## src/design/pncs_pkg.sv

```systemverilog
package pncs_pkg;

   localparam int IDX_W  = 21;
   localparam int CNT_W  = 32;
   localparam int SUM_W  = 42;
   localparam int SQ_W   = 52;
   localparam int SPR_W  = 64;
   localparam int STAT_W = 2;
   localparam int DET_W  = 10;
   localparam int ROW_W  = 4;
   localparam int ROB_W  = 3;
   localparam int MCM_W  = 4;
   localparam int ADC_W  = 5;
   localparam int SMP_W  = 10;

   localparam logic [STAT_W-1:0] STATUS_OK    = 2'd0;
   localparam logic [STAT_W-1:0] STATUS_RANGE = 2'd1;
   localparam logic [STAT_W-1:0] STATUS_SAT   = 2'd2;

   localparam logic CMD_ACCUM = 1'b0;
   localparam logic CMD_READ  = 1'b1;

   localparam int CHAMBERS_PER_SECTOR = 30;
   localparam int CHAMBERS_PER_STACK  = 6;
   localparam int ADC_LAST            = 20;
   localparam int ADCS_PER_MCM        = 21;
   localparam int SHORT_STACK         = 2;

   // det / 30 as multiply by reciprocal, exact for det < 1024
   localparam int DIV30_MUL   = 1093;
   localparam int DIV30_SHIFT = 15;
   // r / 6 as multiply by reciprocal, exact for r < 30
   localparam int DIV6_MUL    = 11;
   localparam int DIV6_SHIFT  = 6;

   typedef struct packed {
      logic [CNT_W-1:0] count;
      logic [SUM_W-1:0] sum;
      logic [SQ_W-1:0]  square;
   } stat_type;

   typedef struct packed {
      logic             rd_en;
      logic             wr_en;
      logic [IDX_W-1:0] addr;
      stat_type         wr_data;
   } store_req_type;

   typedef struct packed {
      logic [DET_W-1:0] detector;
      logic [ROW_W-1:0] pad_row;
      logic [ROB_W-1:0] readout_board;
      logic [MCM_W-1:0] mcm_number;
      logic [ADC_W-1:0] adc_channel;
   } geom_type;

   function automatic logic [5:0] sector_of(input logic [DET_W-1:0] det);
      logic [20:0] prod;
      prod = 21'(det) * 21'(DIV30_MUL);
      return prod[DIV30_SHIFT +: 6];
   endfunction

   function automatic logic [2:0] stack_of(input logic [4:0] rem);
      logic [8:0] prod;
      prod = 9'(rem) * 9'(DIV6_MUL);
      return prod[DIV6_SHIFT +: 3];
   endfunction

endpackage

```

## src/design/pncs_index.sv

```systemverilog
module pncs_index #(
   parameter int SECTORS          = 18,
   parameter int LAYERS           = 6,
   parameter int STACKS           = 5,
   parameter int ROWS_LONG        = 16,
   parameter int ROWS_SHORT       = 12,
   parameter int CHANNELS_PER_ROW = 168
) (
   input  logic                       clock,
   input  logic                       reset,
   input  logic                       in_valid,
   input  pncs_pkg::geom_type         in_geom,
   output logic                       out_valid,
   output logic [pncs_pkg::IDX_W-1:0] out_index,
   output logic                       out_ok
);
   import pncs_pkg::*;

   localparam int CHAMBER_LONG  = ROWS_LONG * CHANNELS_PER_ROW;
   localparam int CHAMBER_SHORT = ROWS_SHORT * CHANNELS_PER_ROW;
   localparam int LAYER_SIZE    = (STACKS - 1) * CHAMBER_LONG + CHAMBER_SHORT;
   localparam int SECTOR_SIZE   = LAYERS * LAYER_SIZE;
   localparam int STAGES        = 4;

   logic [STAGES-1:0] valid_ff, valid_in;

   // stage 1: sector, remainder mod 30, row channel
   logic [5:0]       sector;
   logic [DET_W-1:0] rem_wide;
   logic [2:0]       col;
   logic [7:0]       rowch;
   logic [5:0]       s1_sector_ff;
   logic [4:0]       s1_rem_ff;
   logic [ROW_W-1:0] s1_row_ff;
   logic [7:0]       s1_rowch_ff;
   logic             s1_adc_ok_ff;

   // stage 2: stack, layer, range checks
   logic [2:0]       stack;
   logic [2:0]       layer;
   logic             short_chamber;
   logic             row_ok;
   logic             in_range;
   logic [5:0]       s2_sector_ff;
   logic [2:0]       s2_stack_ff;
   logic [2:0]       s2_layer_ff;
   logic [ROW_W-1:0] s2_row_ff;
   logic [7:0]       s2_rowch_ff;
   logic             s2_ok_ff;

   // stage 3: partial sums
   logic [IDX_W-1:0] offset;
   logic [IDX_W-1:0] s3_a_ff;
   logic [IDX_W-1:0] s3_b_ff;
   logic             s3_ok_ff;

   // stage 4
   logic [IDX_W-1:0] s4_index_ff;
   logic             s4_ok_ff;

   assign valid_in = {valid_ff[STAGES-2:0], in_valid};

   always_ff @(posedge clock) begin
      if (reset) begin
         valid_ff <= '0;
      end else begin
         valid_ff <= valid_in;
      end
   end

   always_comb begin
      sector   = sector_of(in_geom.detector);
      rem_wide = in_geom.detector - (DET_W'(sector) * DET_W'(CHAMBERS_PER_SECTOR));
      col      = {in_geom.readout_board[0], in_geom.mcm_number[1:0]};
      rowch    = 8'(col) * 8'(ADCS_PER_MCM) + 8'(ADC_LAST) - 8'(in_geom.adc_channel);
   end

   always_comb begin
      stack         = stack_of(s1_rem_ff);
      layer         = 3'(s1_rem_ff - 5'(stack) * 5'(CHAMBERS_PER_STACK));
      short_chamber = (stack == 3'(SHORT_STACK));
      row_ok        = short_chamber ? (5'(s1_row_ff) < 5'(ROWS_SHORT))
                                    : (5'(s1_row_ff) < 5'(ROWS_LONG));
      in_range      = (s1_sector_ff < 6'(SECTORS)) && (layer < 3'(LAYERS)) &&
                      (stack < 3'(STACKS)) && s1_adc_ok_ff && row_ok &&
                      (9'(s1_rowch_ff) < 9'(CHANNELS_PER_ROW));
   end

   always_comb begin
      if (s2_stack_ff <= 3'(SHORT_STACK)) begin
         offset = IDX_W'(s2_stack_ff) * IDX_W'(CHAMBER_LONG);
      end else begin
         offset = IDX_W'(s2_stack_ff - 3'd1) * IDX_W'(CHAMBER_LONG) + IDX_W'(CHAMBER_SHORT);
      end
   end

   always_ff @(posedge clock) begin
      s1_sector_ff <= sector;
      s1_rem_ff    <= rem_wide[4:0];
      s1_row_ff    <= in_geom.pad_row;
      s1_rowch_ff  <= rowch;
      s1_adc_ok_ff <= (in_geom.adc_channel <= ADC_W'(ADC_LAST));

      s2_sector_ff <= s1_sector_ff;
      s2_stack_ff  <= stack;
      s2_layer_ff  <= layer;
      s2_row_ff    <= s1_row_ff;
      s2_rowch_ff  <= s1_rowch_ff;
      s2_ok_ff     <= in_range;

      s3_a_ff  <= IDX_W'(s2_sector_ff) * IDX_W'(SECTOR_SIZE) +
                  IDX_W'(s2_layer_ff) * IDX_W'(LAYER_SIZE);
      s3_b_ff  <= offset + IDX_W'(s2_row_ff) * IDX_W'(CHANNELS_PER_ROW) + IDX_W'(s2_rowch_ff);
      s3_ok_ff <= s2_ok_ff;

      s4_index_ff <= s3_a_ff + s3_b_ff;
      s4_ok_ff    <= s3_ok_ff;
   end

   assign out_valid = valid_ff[STAGES-1];
   assign out_index = s4_index_ff;
   assign out_ok    = s4_ok_ff;

endmodule

```

## config.mk

```make
export PLATFORM = sky130hd
export DESIGN_NAME = pncs_index
export DESIGN_NICKNAME = d
export VERILOG_FILES = /design/src/design/pncs_pkg.sv /design/src/design/pncs_index.sv
export SDC_FILE = /design/constraint.sdc
export NUM_CORES = 1
export LEC_CHECK = 0
export BUFFER_PORTS_ARGS = -buffer_cell sky130_fd_sc_hd__buf_2
export CAP_MARGIN = 20
export CORE_MARGIN = 2
export CORE_UTILIZATION = 35
export DETAILED_ROUTE_END_ITERATION = 7
export SYNTH_ARGS = -nofsm -noshare
export SYNTH_HDL_FRONTEND = slang
export SYNTH_SLANG_ARGS = --single-unit
```

## constraint.sdc

```tcl
create_clock -name clock -period 7.9 [get_ports clock]
set_clock_uncertainty 0.2 [all_clocks]
set_input_delay 0 -clock clock [delete_from_list [all_inputs] [get_ports clock]]
set_output_delay 0 -clock clock [all_outputs]
set_load 0.02 [all_outputs]
```

Yosys cells after proc, flatten, opt, wreduce, memory -nomap -nowiden
Cells that the tools add are included.
{"block": "classes", "order_cmp": 7, "mul": 10, "mux": 2, "n_reduce_logical": 5, "add_sub_neg": 10, "eq_ne": 1}
{"cell": "21-bit by 11-bit adder with 21-bit output (second input constant)", "n": 1}
{"cell": "21-bit by 12-bit adder with 21-bit output", "n": 1}
{"cell": "21-bit by 17-bit adder with 21-bit output", "n": 1}
{"cell": "21-bit adder", "n": 1}
{"cell": "21-bit by 8-bit adder with 21-bit output", "n": 1}
{"cell": "10-bit by 11-bit multiplier with 21-bit output (second input constant)", "n": 1}
{"cell": "21-bit by 5-bit multiplier with 14-bit output (second input constant)", "n": 1}
{"cell": "21-bit 2-to-1 mux", "n": 1}
{"cell": "3-bit by 5-bit multiplier with 8-bit output (second input constant)", "n": 2}
{"cell": "6-bit by 11-bit multiplier with 15-bit output (second input constant)", "n": 1}
{"cell": "3-bit by 9-bit multiplier with 12-bit output (second input constant)", "n": 1}
{"cell": "4-bit by 5-bit multiplier with 9-bit output (second input constant)", "n": 1}
{"cell": "5-bit by 4-bit multiplier with 9-bit output (second input constant)", "n": 1}
{"cell": "8-bit by 5-bit adder with 8-bit output (second input constant)", "n": 1}
{"cell": "8-bit < comparator (second input constant)", "n": 1}
{"cell": "8-bit by 5-bit subtractor with 8-bit output", "n": 1}
{"cell": "3-bit < comparator (second input constant)", "n": 2}
{"cell": "6-bit by 5-bit < comparator with 1-bit output (second input constant)", "n": 1}
{"cell": "6-bit by 4-bit multiplier with 4-bit output (second input constant)", "n": 1}
{"cell": "5-bit less-or-equal comparator (second input constant)", "n": 1}
{"cell": "1-bit logical AND", "n": 5}
{"cell": "5-bit subtractor", "n": 1}
{"cell": "4-bit < comparator (second input constant)", "n": 1}
{"cell": "3-bit by 1-bit subtractor with 4-bit output (second input constant)", "n": 1}
{"cell": "5 further kinds", "n": 5}
{"block": "word_totals", "out_inout_bits": 23, "ff_bits": 118, "word_cells": 52}

Longest topological paths before layout
{"block": "logic_depth", "ltp_word": 9, "depth_mapped": 23, "mapped_depth_nobuf": 23}

Worst setup path before layout
No wires, ideal clock.
{"block": "synth_path", "path_kind": "input port to flip-flop", "from": "input port in_geom[23] (netlist bit)", "to": "register s1_rem_ff[4]", "setup_slack_ns": 3.176, "required_time_ns": 7.579, "setup_ns": 0.121, "stages": 21, "arrival_time_ns": 4.403, "n_path_buf": 0, "path_cell_list": "ha_1 fa_1 ha_1 inv_1 fa_1 inv_1 ha_1 a31o_2 a21oi_1 o21ai_1 a21o_1 a31oi_1 xnor2_1 ha_1 ha_1 ha_1 inv_1 ha_1 a21oi_1 xnor2_1 xnor2_1"}
{"block": "synth_between", "elab_chain_len": 3}
{"item": "start, declared", "line": "pncs_index.sv:12", "rtl": "input pncs_pkg::geom_type in_geom,"}
{"item": "10-bit by 11-bit multiplier with 21-bit output", "line": "pncs_pkg.sv:59", "rtl": "prod = 21'(det) * 21'(DIV30_MUL);"}
{"item": "named net sector[0]", "line": "pncs_index.sv:28", "rtl": "logic [5:0] sector;"}
{"item": "6-bit by 4-bit multiplier with 4-bit output", "line": "pncs_index.sv:73", "rtl": "rem_wide = in_geom.detector - (DET_W'(sector) * DET_W'(CHAMBERS_PER_SECTOR));"}
{"item": "5-bit subtractor", "line": "pncs_index.sv:73"}
{"item": "named net rem_wide[4]", "line": "pncs_index.sv:29", "rtl": "logic [DET_W-1:0] rem_wide;"}
{"item": "end signal, assigned", "line": "pncs_index.sv:99", "rtl": "s1_rem_ff <= rem_wide[4:0];"}
{"item": "end, declared", "line": "pncs_index.sv:33", "rtl": "logic [4:0] s1_rem_ff;"}
The timed path passes the listed nets, and every way through them passes these cells.
A chain may end at the register's enable or synchronous reset.

Final worst setup path
{"block": "layout_path", "from": "input port in_geom[25] (netlist bit)", "to": "register s1_rem_ff[3]"}
The elaborated chain is that of the path after synthesis.

==> results.md <==
- DRT iter0 DRCs: 164
- Fin crit period: 5640 ps
- Yosys cell types: 70
- Status: complete, no violations
- CTS tree: yes
- CTS Buffer Depth: 2
- Worst Setup Start Kind: input pin
- Final hold vios: 0
- Wirelength per Cell: 11.4 µm
- Routed vias/inst: 4.56
- Buffers added on ports: 47
- Synth Instances: 790
- Slew headroom: 45.1%
- Synthesis Warnings: 0
- Post-synth EDFFs: 0
- Die Y: 155 µm
- Cell with the most instances after synthesis: ha_1
- Sequential fraction of the synthesis area: 28.3%
- Synth area leader: dfxtp_1
- Critical R2R Capture: s3_b_ff[15]
- Core ar.: 22500 µm²
- Hold Path Cell Cnt: 2
- Initial Utilization: 35.5%
- Crit-path max FO: 3
- Mapped cell area: 8000 µm²
- Final setup fails: 0
- Hold Path End: s1_row_ff[1]
- H-tree levels: 4
- Critical path endpoint category: flip-flop
- # DRC: 0
- Yosys top cell area share: 28.3%
- Max Cap Viol: 0
- Top FF cell, synth: dfxtp_1
- First-pass GRT wire length: 23.6 mm
- Avg Inst Size Synth: 10.1 µm²
- Slew at the pin closest to its max-slew limit: 818 ps
- Inserted Diodes: 0
- Initial antenna violation count: 0
- Reg2reg path depth: 17
- Final RePlAce weighted congestion: 0.774
- Ys async rst share: 0%
- Max Clock Freq: 177 MHz
- Fin crit share: 71.4%
- RSZ-0062 raised after global routing: no
- WL final: 13.4 mm
- Clk sinks: 113
- Arr. time, crit path: 5730 ps
- Count of pins over their slew limit: 0
- Layout cells sized above 1: 10.9%
- Num CTS Buffers: 17
- Worst endpoint required time: 8000 ps
- Reg clk slew, reported paths: 60 ps
- HP Start: in_geom[13]
- Drt first pass iters: 4
- Area Growth Syn to Fin: 17.5%
- GR Overflow Total: 0
- Post-CTS Resized: 0
- # IOs: 52
- Layout net count: 1119
- Synth top cells by count: 178 x ha_1, 113 x dfxtp_1, 112 x inv_1
- Clk root buf: clkbuf_16
- Post-DP HPWL: 11.0 mm
- Filler cell count: 2153
- Worst skew pair latency: 410 ps
- Rows: 55
- Largest net degree at the start of global routing: 17
- GRT Overall Usage: 12.0%
- Total negative setup slack: 0 ps
- Vias in the first global route: 5341
- Die Area: 24100 µm²
- Die width: 155 µm
- R2r setup slk: 3250 ps
- DRT antenna net count: 0
- Reg2reg start: s2_stack_ff[0]
- Synth area leaders: dfxtp_1 28%, ha_1 28%, fa_1 8.5%
- Yosys reg bits: 113
- Kind of critical path: in2reg
- Worst hold path class: in2reg
- Vias post-DR: 5366
-- worst max-delay path, cell delays in order --
cell,delay (ps)
dlygate4sd3_1,530
buf_2,150
ha_1,300
fa_1,400
ha_1,300
inv_1,50
fa_1,490
inv_1,40
ha_1,300
a31o_2,240
a21oi_1,120
o21ai_1,120
a21o_1,200
a31oi_1,200
xnor2_1,250
ha_1,360
ha_1,320
ha_1,310
inv_1,50
ha_1,300
xnor2_1,140
dlygate4sd3_1,560
-- sequential cells by signal, indices dropped and copies added, names as in the netlist --
| signal | cells |
|---|---|
| s3_a_ff | 16 |
| s2_sector_ff | 6 |
| out_ok | 1 |
| s2_layer_ff | 3 |
| s1_rem_ff | 5 |
| s3_ok_ff | 1 |
| s2_row_ff | 4 |
| s1_row_ff | 4 |
| valid_ff | 4 |
| s2_ok_ff | 1 |
| s1_adc_ok_ff | 1 |
| s2_rowch_ff | 8 |
| out_index | 21 |
| s1_rowch_ff | 8 |
| s3_b_ff | 21 |
| s1_sector_ff | 6 |
| s2_stack_ff | 3 |
-- kinds of logic after synthesis --
group                      count (synthesis)  synth area share (%)
AOI/OAI and AO/OA                        148                  12.7
xor gates and xnor gates                  84                  9.29
adders and majority gates                212                  36.4
buffers and inverters                    117                  5.59
DFF                                      113                  28.3
muxes                                      4                 0.673
other                                      1                0.0469
and+or+nand+nor                          111                  7.01
-- cell type report --
type | instances | area [µm²] | area share [%]
repair buffers | 69 | 455 | 4.85
multi-input cells | 563 | 5300 | 56.4
well taps | 285 | 357 | 3.79
inverters | 114 | 428 | 4.55
flip-flops and latches | 113 | 2260 | 24.1
clock inverters | 15 | 171 | 1.82
clock buffers | 17 | 425 | 4.53
-- worst max path at each step --
| stage | slack (ps) | cells past startpoint | end | start |
|---|---|---|---|---|
| 3_3_place_gp | 2650 | 22 | s1_rem_ff[4] | in_geom[23] |
| 2_1_floorplan | 3180 | 21 | s1_rem_ff[4] | in_geom[23] |
| 6_report | 2260 | 22 | s1_rem_ff[3] | in_geom[25] |
| 5_1_grt | 1980 | 24 | s1_rem_ff[3] | in_geom[25] |
| 4_1_cts | 2270 | 22 | s1_rem_ff[3] | in_geom[25] |
| 3_5_place_dp | 2610 | 22 | s1_rem_ff[4] | in_geom[23] |
-- what timing repair did --
action / CTS / global route
hold buffers: 22 / 0
setup buffers: 0 / 0
endpoints found under the hold margin: 19 / 0
-- routing by layer --
metal	GRT usage, %	share of wire (%)	vias to the layer above
li1	-	-	2886
met1	15.7	51	2408
met2	19.8	46	59
met3	2.53	2.3	13
met4	3.97	1.5	0
met5	0	0	-
-- cell usage in the layout, fill, tap and decap left out, types with 7 or more instances in the layout --
master / n
nor2b_1: 8
nor2_1: 32
nand2_1: 29
clkbuf_16: 17
o21a_1: 10
xor2_1: 29
inv_1: 112
ha_1: 178
a21oi_1: 40
dfxtp_1: 113
o21ai_0: 17
buf_2: 47
nand3_1: 8
o21ai_1: 7
xnor2_1: 54
dlygate4sd3_1: 22
nor3_1: 7
inv_6: 7
o21bai_1: 7
a21o_1: 23
fa_1: 34
-- per-stage QoR --
stage	instances	util [%]	worst slack (ps)	area, µm²	hold WS (ps)
after CTS	1176	41.8	2270	9400	24.5
after floorplan	793	-	3180	8010	-172
after detailed placement	1122	38.1	2610	8580	-95.5
after global placement	1122	38.1	2650	8580	-96.2
after global routing	1176	41.8	1980	9400	26.0
final	1176	41.8	2260	9400	29.6
Power is not shown: default switching activity piles up to over one toggle a cycle in this logic, so the estimate is an artifact.
