File: config.mk
export PLATFORM = sky130hd
export DESIGN_NAME = pncs_spread
export DESIGN_NICKNAME = d
export VERILOG_FILES = /design/src/design/pncs_pkg.sv /design/src/design/pncs_spread.sv
export SDC_FILE = /design/constraint.sdc
export NUM_CORES = 2
export LEC_CHECK = 0
export ABC_AREA = 1
export ABC_CLOCK_PERIOD_IN_PS = 11330
export BUFFER_PORTS_ARGS = -buffer_cell sky130_fd_sc_hd__buf_2
export CORE_ASPECT_RATIO = 0.8
export CORE_MARGIN = 4
export CORE_UTILIZATION = 59
export CTS_CLUSTER_DIAMETER = 30
export DETAILED_ROUTE_END_ITERATION = 8
export GPL_TIMING_DRIVEN = 0
export PLACE_DENSITY = 0.75
export SYNTH_ARGS = -nofsm -noshare
export SYNTH_HDL_FRONTEND = slang
export SYNTH_SLANG_ARGS = --single-unit
export TNS_END_PERCENT = 20
File: constraint.sdc
create_clock -name clock -period 11.33 [get_ports clock]
set_clock_uncertainty 0.15 [all_clocks]
set_input_delay 1.6995 -clock clock [delete_from_list [all_inputs] [get_ports clock]]
set_output_delay 1.6995 -clock clock [all_outputs]
set_load 0.01 [all_outputs]
File: src/design/pncs_pkg.sv
package pncs_pkg;

   localparam int IDX_W  = 21;
   localparam int CNT_W  = 32;
   localparam int SUM_W  = 42;
   localparam int SQ_W   = 52;
   localparam int SPR_W  = 64;
   localparam int STAT_W = 2;
   localparam int DET_W  = 10;
   localparam int ROW_W  = 4;
   localparam int ROB_W  = 3;
   localparam int MCM_W  = 4;
   localparam int ADC_W  = 5;
   localparam int SMP_W  = 10;

   localparam logic [STAT_W-1:0] STATUS_OK    = 2'd0;
   localparam logic [STAT_W-1:0] STATUS_RANGE = 2'd1;
   localparam logic [STAT_W-1:0] STATUS_SAT   = 2'd2;

   localparam logic CMD_ACCUM = 1'b0;
   localparam logic CMD_READ  = 1'b1;

   localparam int CHAMBERS_PER_SECTOR = 30;
   localparam int CHAMBERS_PER_STACK  = 6;
   localparam int ADC_LAST            = 20;
   localparam int ADCS_PER_MCM        = 21;
   localparam int SHORT_STACK         = 2;

   // det / 30 as multiply by reciprocal, exact for det < 1024
   localparam int DIV30_MUL   = 1093;
   localparam int DIV30_SHIFT = 15;
   // r / 6 as multiply by reciprocal, exact for r < 30
   localparam int DIV6_MUL    = 11;
   localparam int DIV6_SHIFT  = 6;

   typedef struct packed {
      logic [CNT_W-1:0] count;
      logic [SUM_W-1:0] sum;
      logic [SQ_W-1:0]  square;
   } stat_type;

   typedef struct packed {
      logic             rd_en;
      logic             wr_en;
      logic [IDX_W-1:0] addr;
      stat_type         wr_data;
   } store_req_type;

   typedef struct packed {
      logic [DET_W-1:0] detector;
      logic [ROW_W-1:0] pad_row;
      logic [ROB_W-1:0] readout_board;
      logic [MCM_W-1:0] mcm_number;
      logic [ADC_W-1:0] adc_channel;
   } geom_type;

   function automatic logic [5:0] sector_of(input logic [DET_W-1:0] det);
      logic [20:0] prod;
      prod = 21'(det) * 21'(DIV30_MUL);
      return prod[DIV30_SHIFT +: 6];
   endfunction

   function automatic logic [2:0] stack_of(input logic [4:0] rem);
      logic [8:0] prod;
      prod = 9'(rem) * 9'(DIV6_MUL);
      return prod[DIV6_SHIFT +: 3];
   endfunction

endpackage

File: src/design/pncs_spread.sv
module pncs_spread (
   input  logic                       clock,
   input  logic                       reset,
   input  logic                       start,
   input  pncs_pkg::stat_type         operand,
   output logic                       done,
   output logic [pncs_pkg::SPR_W-1:0] result
);
   import pncs_pkg::*;

   // n*q - s*s over five partial products on one 32x26 multiplier
   localparam int PART_W = SQ_W / 2;
   localparam int HALF_W = SUM_W / 2;
   localparam int MUL_A_W = CNT_W;
   localparam int PROD_W = CNT_W + PART_W;
   localparam int ACC_W  = CNT_W + SQ_W + 1;

   localparam logic [2:0] STEP_NQ_LO  = 3'd0;
   localparam logic [2:0] STEP_NQ_HI  = 3'd1;
   localparam logic [2:0] STEP_SS_LO  = 3'd2;
   localparam logic [2:0] STEP_SS_MID = 3'd3;
   localparam logic [2:0] STEP_SS_HI  = 3'd4;

   stat_type           op_ff;
   logic               busy_ff, busy_in;
   logic [2:0]         step_ff, step_in;
   logic               prod_valid_ff, prod_valid_in;
   logic [2:0]         prod_step_ff;
   logic [PROD_W-1:0]  prod_ff;
   logic [ACC_W-1:0]   acc_ff, acc_in;
   logic               done_ff, done_in;
   logic [MUL_A_W-1:0] mul_a;
   logic [PART_W-1:0]  mul_b;
   logic [ACC_W-1:0]   prod_ext;

   always_comb begin
      unique case (step_ff)
         STEP_NQ_LO: begin
            mul_a = op_ff.count;
            mul_b = op_ff.square[PART_W-1:0];
         end
         STEP_NQ_HI: begin
            mul_a = op_ff.count;
            mul_b = op_ff.square[SQ_W-1:PART_W];
         end
         STEP_SS_LO: begin
            mul_a = MUL_A_W'(op_ff.sum[HALF_W-1:0]);
            mul_b = PART_W'(op_ff.sum[HALF_W-1:0]);
         end
         STEP_SS_MID: begin
            mul_a = MUL_A_W'(op_ff.sum[SUM_W-1:HALF_W]);
            mul_b = PART_W'(op_ff.sum[HALF_W-1:0]);
         end
         STEP_SS_HI: begin
            mul_a = MUL_A_W'(op_ff.sum[SUM_W-1:HALF_W]);
            mul_b = PART_W'(op_ff.sum[SUM_W-1:HALF_W]);
         end
         default: begin
            mul_a = '0;
            mul_b = '0;
         end
      endcase
   end

   always_comb begin
      prod_ext = ACC_W'(prod_ff);
      acc_in   = acc_ff;
      if (start) begin
         acc_in = '0;
      end else if (prod_valid_ff) begin
         unique case (prod_step_ff)
            STEP_NQ_LO:  acc_in = acc_ff + prod_ext;
            STEP_NQ_HI:  acc_in = acc_ff + (prod_ext << PART_W);
            STEP_SS_LO:  acc_in = acc_ff - prod_ext;
            STEP_SS_MID: acc_in = acc_ff - (prod_ext << (HALF_W + 1));
            STEP_SS_HI:  acc_in = acc_ff - (prod_ext << (2 * HALF_W));
            default:     acc_in = acc_ff;
         endcase
      end
   end

   always_comb begin
      busy_in       = busy_ff;
      step_in       = step_ff;
      prod_valid_in = busy_ff;
      done_in       = done_ff;
      if (start) begin
         busy_in       = 1'b1;
         step_in       = STEP_NQ_LO;
         prod_valid_in = 1'b0;
         done_in       = 1'b0;
      end else begin
         if (busy_ff) begin
            step_in = step_ff + 3'd1;
            if (step_ff == STEP_SS_HI) begin
               busy_in = 1'b0;
            end
         end
         if (prod_valid_ff && prod_step_ff == STEP_SS_HI) begin
            done_in = 1'b1;
         end
      end
   end

   always_ff @(posedge clock) begin
      if (reset) begin
         busy_ff       <= 1'b0;
         step_ff       <= STEP_NQ_LO;
         prod_valid_ff <= 1'b0;
         done_ff       <= 1'b0;
      end else begin
         busy_ff       <= busy_in;
         step_ff       <= step_in;
         prod_valid_ff <= prod_valid_in;
         done_ff       <= done_in;
      end
   end

   always_ff @(posedge clock) begin
      if (start) begin
         op_ff <= operand;
      end
      prod_ff      <= PROD_W'(mul_a) * PROD_W'(mul_b);
      prod_step_ff <= step_ff;
      acc_ff       <= acc_in;
   end

   // negative or beyond 64 bits saturates
   assign result = (|acc_ff[ACC_W-1:SPR_W]) ? '1 : acc_ff[SPR_W-1:0];
   assign done   = done_ff;

endmodule

; ---- Word level (Yosys, flattened, before mapping)
; Cells that the tools add are included.
[totals]
reg_bits = 278
input_bits = 129
output_inout_bits = 65
[classes]
add_sub_neg = 6
multipliers = 1
eq_ne = 8
mux = 7
n_reduce_logical = 10
[ops]
columns = cell, count
row1 = case mux 85 bit (5 select lines), 1
row2 = case mux 26 bit (4 select lines), 1
row3 = case mux 32 bit (3 select lines), 1
row4 = adder 85 x 58 -> 85 bit, 1
row5 = adder 85 x 84 -> 85 bit, 1
row6 = subtractor 85 x 58 -> 85 bit, 1
row7 = subtractor 85 x 80 -> 85 bit, 1
row8 = subtractor 85 bit, 1
row9 = 2-to-1 mux 64 bit, 1
row10 = multiplier 32 x 26 -> 58 bit, 1
row11 = OR reduction 21 bit, 1
row12 = "== test 3 x 2 -> 1 bit, second input constant", 4
row13 = OR reduction 2 bit, 4
row14 = "== test 3 x 1 -> 1 bit, second input constant", 2
row15 = "== test 3 bit, second input constant", 2
row16 = zero test 3 bit, 2
row17 = nonzero test 5 bit, 1
row18 = "adder 3 x 1 -> 3 bit, second input constant", 1
row19 = 2-to-1 mux 1 bit, 3
row20 = AND reduction 2 bit, 1
row21 = logical AND 1 bit, 1

; ---- Longest topological paths before layout
[depth]
word_depth = 4
depth_mapped = 39
depth_no_buf = 37

; ---- Least setup slack after synthesis
; No wires, ideal clock.
[synth_timing]
path_type = reg-to-reg
startpoint = register step_ff[0]
endpoint = register prod_ff[43]
setup_ns = 0.120
arrival_ns = 6.912
required_ns = 11.060
setup_slack_ns = 4.148
stages_incl_launch_ff = 34
path_buffers = 2
synth_period_minus_slack_ns = 7.182
cell_sequence = dfxtp_1 inv_1 ha_1 nand2_1 inv_2 a21oi_4 inv_4 buf_6 a22oi_1 nand2_1 inv_1 buf_2 nor2_1 fa_1 fa_1 inv_1 fa_1 fa_1 inv_1 fa_1 fa_1 inv_1 fa_1 inv_1 ha_1 nand2_1 nor2_1 inv_1 nor2_1 and3_1 a21oi_1 o21ai_0 a21oi_1 xnor2_1
[synth_between]
elab_chain_cells = 4
elab_cells_between_ends = 11
classes_between = mul (1) / eq/ne (4) / mux (2) / reduce/logical (4)
[synth_lines]
columns = element, line
row1 = "start, declared", pncs_spread.sv:26  ; logic [2:0] step_ff, step_in;
row2 = "start signal, assigned", pncs_spread.sv:113  ; step_ff <= step_in;
row3 = == test 3 x 2 -> 1 bit (tied with other cells), pncs_spread.sv:37  ; unique case (step_ff)
row4 = OR reduction 2 bit (no source line), n/a
row5 = case mux 26 bit (4 select lines) or case mux 32 bit (3 select lines) (tied branches), pncs_spread.sv:37
row6 = multiplier 32 x 26 -> 58 bit *, pncs_spread.sv:123  ; prod_ff <= PROD_W'(mul_a) * PROD_W'(mul_b);
row7 = "end signal, assigned", pncs_spread.sv:123
row8 = "end, declared", pncs_spread.sv:29  ; logic [PROD_W-1:0] prod_ff;
; Every way passes the cells marked *; elsewhere a longest branch is shown, timed or not.
; A chain may end at the register's enable or synchronous reset.

; ---- Final worst setup path
[layout_timing]
startpoint = register step_ff[0]
endpoint = register prod_ff[38]
; Same word-level chain as after synthesis.

==> results.md <==
Status:
- The flow ran to the end, but the final reports show violations.
- The final reports fail on DRC.

Clock network:
- The CTS tree is built.
- At the later pin of the worst-skew pair, clock insertion delay measures ~700 ps.
- The root buffer cell is sky130_fd_sc_hd__clkbuf_16.
- After clock tree synthesis, the clock-pin slew on the worst setup and hold paths is approximately 70 ps.
- The maximum level of the CTS H-tree is 2.
- CTS saw 278 sinks.
- The quantity of gates resized following cts is 0.
- After clock tree synthesis, the setup repair step added 0 buffers.
- The number of hold buffers added after CTS was 0.
- Buffers inserted during clock tree synthesis total 59.
- The clock passes through at most 3 buffers.

Placement:
- The number of buffers inserted by port buffering is slightly below 200.
- The routability congestion estimate is 1.23.
- The half-perimeter wire length after placement is approximately 240 mm.
- The post-placement cell count is about 11k.

Routing:
- The number of vias per cell is 6.17.
- The routed wirelength normalized by instance count is 26.0 um.
- The number of remaining DRC errors is 13.
- The number of search-and-repair iterations in the first detailed-routing pass is 9.
- The detailed router placed 67.8k vias in this run.
- The final antenna-violating net count is 0.
- The first routing iteration left about 12k violations.
- The total routed wirelength is approximately 290 mm.

Global route:
- Entering global routing, the biggest net connects 109 pins.
- The global-route wire length before repair is just over 400 mm.
- The number of antenna violations at the first check in global routing came to 26.
- The via count of the first global-routing pass is 63.1k.
- The global-route usage over all layers is 51.6%.
- The total global routing overflow is 0.

Die:
- The initial core utilization is between 50% and 60%.
- After floorplanning, the core was divided into 104 placement rows.
- The overall die width is between 300 and 400 um.
- The area enclosed by the die boundary is between 100,000 and 150,000 sq um.
- The count of pins on the block boundary is approximately 190.
- The area of the core is 101,000 sq um.
- Measured along the y axis, the die boundary spans ~300 um.

Critical path:
- The type of the worst setup path is register to register.
- The kind of end point of the critical path is a register.
- By instance count, the cell type seen most on the critical path is sky130_fd_sc_hd__fa_1.
- The critical path's largest stage delay is ~950 ps.
- The worst-path cell with the longest stage delay is sky130_fd_sc_hd__a21boi_0.
- The worst setup path is launched from a register.
- The required time of the critical path is between 10,000 and 15,000 ps.
- The cell type group with the largest total delay on the critical path is adder cells.
- The number of buffers and inverters on the critical path is 10.
- The maximum fanout encountered on the critical timing path is 10.
- Data on the critical path arrives at its endpoint at approximately 11,000 ps.

Synth:
- The post-synth net total is between 10k and 15k.
- The number of warning messages in the yosys log is 0.
- The cell area after technology mapping is between 60,000 and 70,000 sq um.
- After synthesis the netlist holds a flip-flop and latch count of around 280.
- Sequential elements use between 10 and 15% of the synthesized area.
- The post-synthesis area per instance is roughly 6.5 sq um.
- sky130_fd_sc_hd__fa_1 takes more of the synthesized area than any other cell.
- The top cell type's share of synthesized area is about a quarter.
- Sorting the synthesized cells by area gives the leading types as sky130_fd_sc_hd__fa_1 24%, sky130_fd_sc_hd__nand2_1 16%, sky130_fd_sc_hd__inv_1 13%.
- Synthesis produced 9,348 cells.
- The number of unique standard cell types used by synthesis is 60.

Timing:
- The count of pins over their slew limit is 0.
- The summed negative setup slack over all endpoints is 0 ps.
- Setup violations remaining at the end of the flow were counted as 0.
- The normalized max-slew margin is between 6 and 7%.
- Setup repair after global routing left no endpoint under its margin.
- The smallest clock period supported by the final layout is computed as 10,610 ps.
- The final critical path takes up a little over nine tenths of the cycle.
- The actual transition at the worst max-transition pin is around 1400 ps.
- The final number of hold-violating endpoints is 0.
- For this run, the top clock speed supported by timing is 94.3 MHz.

Final layout:
- The filler-free cell count of the finished design is about 11k.
- Cells with a size suffix above 1 make up about 5.4% of the layout.
- The net total in the final layout is between 10k and 15k.
- From synthesis to final layout, the design area changed by 8.20%.
- The filler cell count is ~9.1k.

Run:
- Across the run, the number of max-cap violations was 0.

Hold path:
- The tightest min-delay check is of the register to register type.
-- per-stage QoR --
step                      util, %  instance area (sq um)  hold slack, ps  worst slack [ps]
after floorplan                 -                  60600             221              4150
after global routing         64.7                  65500             294               692
after global placement       62.5                  63200             274              1820
final                        64.8                  65600             286               724
after detailed placement     62.5                  63300             262              1820
after CTS                    64.7                  65500             272              1480
-- final timing paths --
check                   from              end  slack, ps  cells after the start
setup reg to reg  step_ff[0]      prod_ff[38]        720                     32
hold / removal    step_ff[1]  prod_step_ff[1]        290                      0
hold reg to reg   step_ff[1]  prod_step_ff[1]        290                      0
setup / recovery  step_ff[0]      prod_ff[38]        720                     32
-- flip-flops by register name (all words and copies together) (netlist names) --
signal	count
op_ff	126
busy_ff	1
prod_ff	58
done	1
step_ff	3
prod_step_ff	3
acc_ff	85
prod_valid_ff	1
-- Yosys cell counts (all sizes together) --
library cell  count
o221a             1
inv            2187
nand2b            1
a32o              4
a22o             25
nor2           1201
a211oi            3
fa              722
nor3             64
a22oi             6
nor4             23
xnor2            44
o211ai            6
and2              9
and3              5
nand3           396
a41oi             5
dfxtp           152
o21ai           324
a21boi            9
a221oi           14
clkinv            7
o22ai             6
a21oi           461
o31ai             4
clkbuf           79
a31oi            28
o21a             12
o21bai           53
ha              445
edfxtp          126
a21o             13
nand2          2556
nand3b           31
xor2            104
buf             116
o221ai            2
nand4            79
or2              25
-- area by class of cell --
| type | instances | area [sq um] | share of cell area, % |
|---|---|---|---|
| Multi-Input combinational cell | 6681 | 44600 | 68.0 |
| Clock buffer | 67 | 1580 | 2.41 |
| Inverter | 2194 | 8250 | 12.6 |
| Sequential cell | 278 | 6830 | 10.4 |
| Clock inverter | 44 | 642 | 0.979 |
| Buffer | 195 | 938 | 1.43 |
| Timing Repair Buffer | 195 | 1030 | 1.57 |
| Tap cell | 1325 | 1660 | 2.53 |
| Antenna cell | 21 | 52.6 | 0.0801 |
-- layer usage --
metal | routed length (um) | global-route usage (%) | up-vias
met5 | 343 | 1.70 | -
met4 | 16400 | 21.7 | 36
met3 | 63100 | 33.2 | 1331
met2 | 101000 | 66.0 | 6369
met1 | 104000 | 67.5 | 31200
li1 | - | - | 28900
-- cells in the final DEF, fill, tap and decap left out, types with 30 or more instances in the layout --
master                      Yosys  final
sky130_fd_sc_hd__nand2_1     2547   2547
sky130_fd_sc_hd__o21bai_1      53     53
sky130_fd_sc_hd__nand4_1       78     78
sky130_fd_sc_hd__nand3_1      396    396
sky130_fd_sc_hd__clkbuf_1      79     81
sky130_fd_sc_hd__fa_1         722    722
sky130_fd_sc_hd__ha_1         445    445
sky130_fd_sc_hd__clkbuf_16      0     60
sky130_fd_sc_hd__edfxtp_1     126    126
sky130_fd_sc_hd__nor2_1      1184   1184
sky130_fd_sc_hd__nand3b_1      30     30
sky130_fd_sc_hd__dfxtp_1      152    152
sky130_fd_sc_hd__o21ai_0      317    317
sky130_fd_sc_hd__xor2_1       104    104
sky130_fd_sc_hd__a21oi_1      459    459
sky130_fd_sc_hd__xnor2_1       44     44
sky130_fd_sc_hd__nor3_1        58     57
sky130_fd_sc_hd__inv_1       2161   2161
sky130_fd_sc_hd__buf_2         99    291
-- kinds of logic (layout without fill, tap and decap cells) --
group           after synthesis  after routing  share of synthesized area [%]
xor+xnor                    148            148                           2.14
compound gates              976            976                           9.20
simple gates               4390           4390                           29.2
other cells                   0             21                              0
flops                       278            278                           11.3
fa+ha+maj                  1167           1167                           33.0
buf+inv                    2389           2695                           15.2
Power is not shown: default switching activity piles up to over one toggle a cycle in this logic, so the estimate is an artifact.
